[src/rtl/core/nnt_pkg.sv]
// ---------------------------------------------------------------------------
// Nearest neighbor tour package
// Word types, cell control type and default sizes shared by the core.
// ---------------------------------------------------------------------------
package nnt_pkg;

   localparam int CITY_ID_BITS    = 16;
   localparam int IN_COORD_BITS   = 16;
   localparam int MAX_CITIES_DEF  = 64;
   localparam int COORD_BITS_DEF  = 16;

   // One city as it arrives on the request port.
   typedef struct packed {
      logic        [CITY_ID_BITS-1:0]  city_id;
      logic signed [IN_COORD_BITS-1:0] x_coord;
      logic signed [IN_COORD_BITS-1:0] y_coord;
      logic                            last_city;
   } req_type;

   // One tour entry as it leaves on the response port.
   typedef struct packed {
      logic [CITY_ID_BITS-1:0] tour_city;
      logic                    tour_end;
   } rsp_type;

   // Write controls broadcast to every cell.
   typedef struct packed {
      logic load;   // a new city is stored
      logic swap;   // the chosen city trades places with the one at the current position
   } cell_ctl_type;

endpackage

[src/rtl/core/nnt_cell.sv]
// ---------------------------------------------------------------------------
// Nearest neighbor tour cell
// Holds one city of the working order, keeps its squared distance to the
// current reference city and forwards the running best candidate.
// ---------------------------------------------------------------------------
module nnt_cell #(
   parameter int MAX_CITIES = nnt_pkg::MAX_CITIES_DEF,
   parameter int COORD_BITS = nnt_pkg::COORD_BITS_DEF,
   parameter int CELL_IDX   = 0,
   localparam int IW  = (MAX_CITIES > 1) ? $clog2(MAX_CITIES) : 1,
   localparam int CNW = $clog2(MAX_CITIES + 1),
   localparam int CW  = nnt_pkg::CITY_ID_BITS + 2 * COORD_BITS,
   localparam int SQW = 2 * COORD_BITS,
   localparam int DW  = SQW + 1
) (
   input  logic                    clock,
   input  logic                    reset,
   input  nnt_pkg::cell_ctl_type   ctl,
   input  logic [CW-1:0]           new_city,
   input  logic [CW-1:0]           head_city,
   input  logic [IW-1:0]           load_idx,
   input  logic [IW-1:0]           pos_idx,
   input  logic [CNW-1:0]          city_cnt,
   input  logic [IW-1:0]           swap_idx,
   input  logic [CW-1:0]           swap_best,
   input  logic [CW-1:0]           swap_disp,
   input  logic signed [COORD_BITS-1:0] ref_x,
   input  logic signed [COORD_BITS-1:0] ref_y,
   input  logic                    up_live,
   input  logic                    up_found,
   input  logic [DW-1:0]           up_dist,
   input  logic [IW-1:0]           up_idx,
   input  logic [CW-1:0]           up_best,
   input  logic [CW-1:0]           up_disp,
   output logic                    down_live,
   output logic                    down_found,
   output logic [DW-1:0]           down_dist,
   output logic [IW-1:0]           down_idx,
   output logic [CW-1:0]           down_best,
   output logic [CW-1:0]           down_disp,
   output logic [CW-1:0]           city
);
   import nnt_pkg::*;

   localparam logic [IW-1:0]  K_IDX = IW'(CELL_IDX);
   localparam logic [CNW-1:0] K_CNT = CNW'(CELL_IDX);

   logic [CW-1:0]  city_ff, city_in;
   logic [SQW-1:0] dx2_ff, dx2_in, dy2_ff, dy2_in;
   logic           live_ff, found_ff, found_in;
   logic [DW-1:0]  dist_ff, dist_in;
   logic [IW-1:0]  idx_ff, idx_in;
   logic [CW-1:0]  best_ff, best_in, disp_ff, disp_in;

   logic signed [COORD_BITS-1:0] own_x, own_y;
   logic signed [COORD_BITS:0]   dx, dy;
   logic [COORD_BITS:0]          dx_abs, dy_abs;
   logic [COORD_BITS-1:0]        dx_mag, dy_mag;
   logic [DW-1:0]                own_dist;
   logic                         active, take;

   assign own_x = city_ff[2*COORD_BITS-1 -: COORD_BITS];
   assign own_y = city_ff[COORD_BITS-1:0];

   // Squared distance to the reference, one register stage after the squares.
   always_comb begin
      dx     = {own_x[COORD_BITS-1], own_x} - {ref_x[COORD_BITS-1], ref_x};
      dy     = {own_y[COORD_BITS-1], own_y} - {ref_y[COORD_BITS-1], ref_y};
      dx_abs = dx[COORD_BITS] ? (~dx + 1'b1) : dx;
      dy_abs = dy[COORD_BITS] ? (~dy + 1'b1) : dy;
      dx_mag = dx_abs[COORD_BITS-1:0];
      dy_mag = dy_abs[COORD_BITS-1:0];
      dx2_in = SQW'(dx_mag) * SQW'(dx_mag);
      dy2_in = SQW'(dy_mag) * SQW'(dy_mag);
      own_dist = DW'(dx2_ff) + DW'(dy2_ff);
   end

   // A cell competes only if it still lies in the unvisited part of the order.
   // Strict less-than keeps the lower position on a tie.
   always_comb begin
      active   = (K_IDX >= pos_idx) && (K_CNT < city_cnt);
      take     = up_live && active && (!up_found || (own_dist < up_dist));
      found_in = up_found || take;
      dist_in  = take ? own_dist : up_dist;
      idx_in   = take ? K_IDX : up_idx;
      best_in  = take ? city_ff : up_best;
      disp_in  = (K_IDX == pos_idx) ? city_ff : up_disp;
   end

   // Loads put the newest city in cell 0 and move the previous newest to the
   // end of the filled range; a swap exchanges two cells of the order.
   always_comb begin
      city_in = city_ff;
      if (ctl.load) begin
         if (CELL_IDX == 0) begin
            city_in = new_city;
         end else if (K_IDX == load_idx) begin
            city_in = head_city;
         end
      end else if (ctl.swap) begin
         if (K_IDX == pos_idx) begin
            city_in = swap_best;
         end else if (K_IDX == swap_idx) begin
            city_in = swap_disp;
         end
      end
   end

   always_ff @(posedge clock) begin
      if (reset) begin
         live_ff <= 1'b0;
      end else begin
         live_ff <= up_live;
      end
   end

   always_ff @(posedge clock) begin
      city_ff  <= city_in;
      dx2_ff   <= dx2_in;
      dy2_ff   <= dy2_in;
      found_ff <= found_in;
      dist_ff  <= dist_in;
      idx_ff   <= idx_in;
      best_ff  <= best_in;
      disp_ff  <= disp_in;
   end

   assign down_live  = live_ff;
   assign down_found = found_ff;
   assign down_dist  = dist_ff;
   assign down_idx   = idx_ff;
   assign down_best  = best_ff;
   assign down_disp  = disp_ff;
   assign city       = city_ff;

endmodule

[config.mk]
export PLATFORM = sky130hd
export DESIGN_NAME = nnt_cell
export DESIGN_NICKNAME = d
export VERILOG_FILES = /design/src/rtl/core/nnt_pkg.sv /design/src/rtl/core/nnt_cell.sv
export SDC_FILE = /design/constraint.sdc
export NUM_CORES = 1
export LEC_CHECK = 0
export BUFFER_PORTS_ARGS = -buffer_cell sky130_fd_sc_hd__buf_4
export CAP_MARGIN = 25
export CORE_AREA = 2 2 231 233
export CTS_BUF_LIST = sky130_fd_sc_hd__clkbuf_4 sky130_fd_sc_hd__clkbuf_8 sky130_fd_sc_hd__clkbuf_16
export DETAILED_ROUTE_END_ITERATION = 6
export DIE_AREA = 0 0 233 235
export PLACE_DENSITY = 0.75
export SYNTH_ARGS = -nofsm -noshare
export SYNTH_HDL_FRONTEND = slang
export SYNTH_SLANG_ARGS = --single-unit
export TNS_END_PERCENT = 1
[constraint.sdc]
create_clock -name clock -period 26.9 [get_ports clock]
set_clock_uncertainty 0.2 [all_clocks]
set_input_delay 5.38 -clock clock [delete_from_list [all_inputs] [get_ports clock]]
set_output_delay 5.38 -clock clock [all_outputs]
set_load 0.1 [all_outputs]
Word level (Yosys, flattened, before mapping) --
Cells that the tools add are included.
Operators by class: add/sub/neg operators 5, $mul 2, divide/modulo/power cells 0, $lt $le $gt $ge 3, equal/unequal tests 0, shift operators 0, mux-type cells 9, bitwise operators 2, reductions and logical operators 11
Operators by type and width (count):
- 48-bit two-way mux | 6
- 16-bit by 16-bit multiplier with 32-bit output | 2
- 16-bit by 16-bit subtractor with 17-bit output | 2
- 32-bit by 32-bit adder with 33-bit output | 1
- 33-bit < comparator | 1
- 33-bit two-way mux | 1
- 16-bit by 1-bit adder with 16-bit output (second input constant) | 2
- 16-bit two-way mux | 2
- 16-bit NOT | 2
- 6-bit zero test | 2
- 1-bit by 7-bit < comparator with 1-bit output (first input constant) | 1
- 1-bit by 6-bit >= comparator with 1-bit output (first input constant) | 1
- 1-bit logical AND | 3
- 3-bit nonzero test | 1
- 1-bit logical OR | 2
- 2-bit AND reduction | 1
- 2-bit nonzero test | 1
- 1-bit zero test | 1
Storage, ports and cells: bits in registers 249, latch bits 0, memory bits (writable) 0, ROM bits 0, output and inout port bits 185, logic and storage cells 41, memories 0

Logic depth before layout (Yosys ltp) --
word-level depth 5, gate-level depth with buffers 39

Least setup slack after synthesis --
Ideal clock, no wire load.
kind input to register, start point input ref_x[7], end point register dx2_ff[31], library setup time 0.129 ns, arrival 14.100 ns, setup slack 12.470 ns, cell stages on the path 34, path buffers 0, path through inv_1 > ha_1 > a21o_1 > or3_1 > o221a_2 > o31a_1 > o311a_1 > a21o_4 > nor2_1 > xnor2_1 > clkinv_1 > nand2_1 > inv_1 > fa_1 > inv_1 > fa_1 > inv_1 > fa_1 > inv_1 > fa_1 > fa_1 > fa_1 > inv_1 > ha_1 > nand2_1 > o21ai_0 > a31oi_1 > a21oi_1 > a31oi_1 > o21ai_0 > a221o_1 > a2111oi_0 > o31a_1 > xnor3_1
Between the ends: word-level cells in the longest chain between the ends 5
Ends and longest elaborated chain:
- start, declared | line nnt_cell.sv:27 | input logic signed [COORD_BITS-1:0] ref_x,
- 16-bit by 16-bit subtractor with 17-bit output * | line nnt_cell.sv:67 | dx = {own_x[COORD_BITS-1], own_x} - {ref_x[COORD_BITS-1], ref_x};
- 16-bit NOT | line nnt_cell.sv:69 | dx_abs = dx[COORD_BITS] ? (~dx + 1'b1) : dx;
- 16-bit by 1-bit adder with 16-bit output | line nnt_cell.sv:69
- 16-bit two-way mux * | line nnt_cell.sv:69
- 16-bit by 16-bit multiplier with 32-bit output * | line nnt_cell.sv:73 | dx2_in = SQW'(dx_mag) * SQW'(dx_mag);
- named net dx2_in[31] | line nnt_cell.sv:49 | logic [SQW-1:0] dx2_ff, dx2_in, dy2_ff, dy2_in;
- end signal, assigned | line nnt_cell.sv:119 | dx2_ff <= dx2_in;
- end, declared | line nnt_cell.sv:49
The timed path passes the listed nets; every way through them passes the cells marked *. A chain may end at the register's enable or synchronous reset.

Worst setup path after layout --
start point input ref_x[0], end point register dx2_ff[31]
Same word-level chain as after synthesis.

==> results.md <==
* Synth cell count leaders: inv_1, fa_1, ha_1
* Post-synth top area share at 0.246
* Ranking of synthesized cells by area: fa_1, dfxtp_1, ha_1, inv_1, edfxtp_1
* Slew Limit Headroom at 0.310
* Maxcap violations at 0
* CP endpoint kind: flop
* First-pass GRT wire length at 133,000 um
* Arrival @ worst endpoint at 15.66 ns
* FILL cells at 4,492
* Xor-xnor portion of the synthesized cell area at 0.0465
* Io pins at 575
* Worst hold path class: reg -> reg
* Initial core utilization at 0.507
* Synth async-reset ratio at 0
* Simple-gate share of the synthesized area at 0.106
* Clock Path Buffers at 3
* Top-count cell post-synth: inv_1
* # nets final at 4,324
* Die ar. at 0.0548 mm^2
* Yosys Warn Count at 0
* Skew-Pair Late Insertion Delay at 0.60 ns
* Die Ht at 235 um
* Status: completed
* Violation count after the first detailed-route iteration at 1,701
* GPL Wtd Cong at 0.980
* Final min period at 15.38 ns
* Share of cells above drive strength 1 at 0.230
* Setup TNS at 0 ns
* Sink Count at 247
* CTS tree: built
* First drt pass iteration count at 5
* WL per Instance at 22.0 um
* I/O Buffers at 520
* Most frequent CP cell: fa_1
* Post-synthesis mux area share at 0.0713
* Vias/cell at 5.36
* Yosys top cell by area: fa_1
* Vias in the first global route at 22.1k
* Post-synth EDFFs at 48
* DP Wirelength at 75,600 um
* Area Growth Syn to Fin at 21.8%
* Compound-Gate Fraction of Synth Area at 0.0987
* GR Overflow Total at 0
* Root buffer cell: clkbuf_16
* Reg clk slew, reported paths at 0.07 ns
* CTS resizes at 0
* Final worst-path cycle share at 0.572
* Yosys reg bits at 247
* Kind of start point of the critical path: primary input
* FP Rows at 84
* Worst Tran Pin Value at 1.03 ns
* Buf+Inv Stages, Crit Path at 3
* Initial antenna violation count at 49
* RSZ-0062 raised after global routing: false
* Post-CTS Setup Inserts at 0
* Largest net degree at the start of global routing at 96
* Hold Buf Count CTS at 0
* Top cell family by delay on the critical path: compound AO/OA/AOI/OAI gates
* CP required at 27.18 ns
* Synth Area per Inst at 9.44 um^2
* Synthesized area at 0.0265 mm^2
* Cells after Synth at 2,807
* CTS H-tree depth at 1
* Max FO, Critical Path at 12
* WS Path Type: in -> reg
* Core area at 0.0522 mm^2
* Mapped Nets at 3,813
* Die width at 233 um
* Final setup violation count at 0
* Detailed Route WL at 89,100 um
* Synth Flop Type: dfxtp_1
* Synth unique cells at 90
* Vias at 21.7k
* Largest family of logic cells by synthesized area: adder cells
* Gr usage total at 0.327
* Fmax at 65.0 MHz
* Crit path largest cell delay at 0.82 ns
* Adder-cell area share of the yosys netlist at 0.383
* Routed Antenna Nets at 0
* Num CTS Buffers at 30
* Fin. max-slew vios at 0
* Final Hold Fails at 0
* Seq/Total Area, Yosys at 0.205
* Slowest-stage cell, CP: a2111oi_0
* DRC at 0
==> worst register-to-register path: cells and delay by family (launching register included) <==
family	cells	cell delay [ns]
compound gates	13	4.19
fa+ha+maj	8	3.61
simple gates	4	1.16
xor+xnor	2	0.83
flops	1	0.53
buf+inv	2	0.37
==> sequential cells by signal, summed over array words and instances, names as in the netlist <==
name	count
down_live	1
down_disp	48
down_best	48
city	48
dy2_ff	31
down_idx	6
down_dist	33
down_found	1
dx2_ff	31
==> layer usage <==
metal / track usage / up-vias / wire length [um] / share of wire
met1: 0.438 / 10500 / 36200 / 0.41
met5: 0 / - / 195 / 0.0022
li1: - / 10100 / - / -
met3: 0.136 / 149 / 12200 / 0.14
met2: 0.492 / 924 / 38400 / 0.43
met4: 0.0759 / 30 / 2200 / 0.025
==> cell families (layout without fill, tap and decap cells) <==
group / after synthesis / in the layout
flops: 247 / 247
compound gates: 398 / 398
mux: 173 / 173
other cells: 0 / 26
buf+inv: 623 / 1158
xor+xnor: 126 / 126
fa+ha+maj: 616 / 616
simple gates: 624 / 624
==> area by class of cell <==
type | count | area, um^2 | area share
multi-input combinational | 1937 | 18700 | 0.580
sequential | 247 | 5430 | 0.168
timing repair buffer | 545 | 4090 | 0.127
inverter | 557 | 2090 | 0.0648
tap | 688 | 861 | 0.0267
clock buffer | 37 | 822 | 0.0255
clock inverter | 19 | 191 | 0.00593
antenna | 26 | 65.1 | 0.00202
==> final timing paths <==
path             from             to  slack [ns]  cells after the start
min          city[39]  down_disp[39]        0.34                      1
max reg2reg  city[17]     dx2_ff[31]       15.88                     29
max          ref_x[0]     dx2_ff[31]       11.52                     31
min reg2reg  city[39]  down_disp[39]        0.34                      1
==> stage by stage <==
| stage | util | cell area [um^2] | setup slack, ns | hold WS, ns | cells |
|---|---|---|---|---|---|
| floorplan | - | 26500 | 12.47 | 0.359 | 2807 |
| global placement | 0.597 | 31200 | 11.20 | 0.318 | 3973 |
| detailed placement | 0.597 | 31200 | 11.13 | 0.317 | 3973 |
| CTS | 0.616 | 32200 | 11.71 | 0.333 | 4029 |
| global route | 0.617 | 32200 | 11.10 | 0.352 | 4035 |
| finish | 0.618 | 32300 | 11.52 | 0.335 | 4056 |
==> cell usage in the layout, fill, tap and decap left out, drive strengths merged, types with 17 or more instances in the layout <==
cell type	netlist	routed
edfxtp	48	48
ha	290	290
nand2	211	211
o21a	24	24
mux2i	48	48
diode	0	26
fa	326	326
mux2	125	125
o21ai	102	102
inv	553	555
nand3	24	24
and2	19	19
xnor2	82	82
clkbuf	50	37
nor3	42	42
clkinv	4	17
nor2	216	216
buf	16	545
a21o	55	55
dfxtp	199	199
xor2	42	42
nand2b	33	33
nor2b	18	18
a21oi	103	103
Power is not shown: default switching activity piles up to over one toggle a cycle in this logic, so the estimate is an artifact.
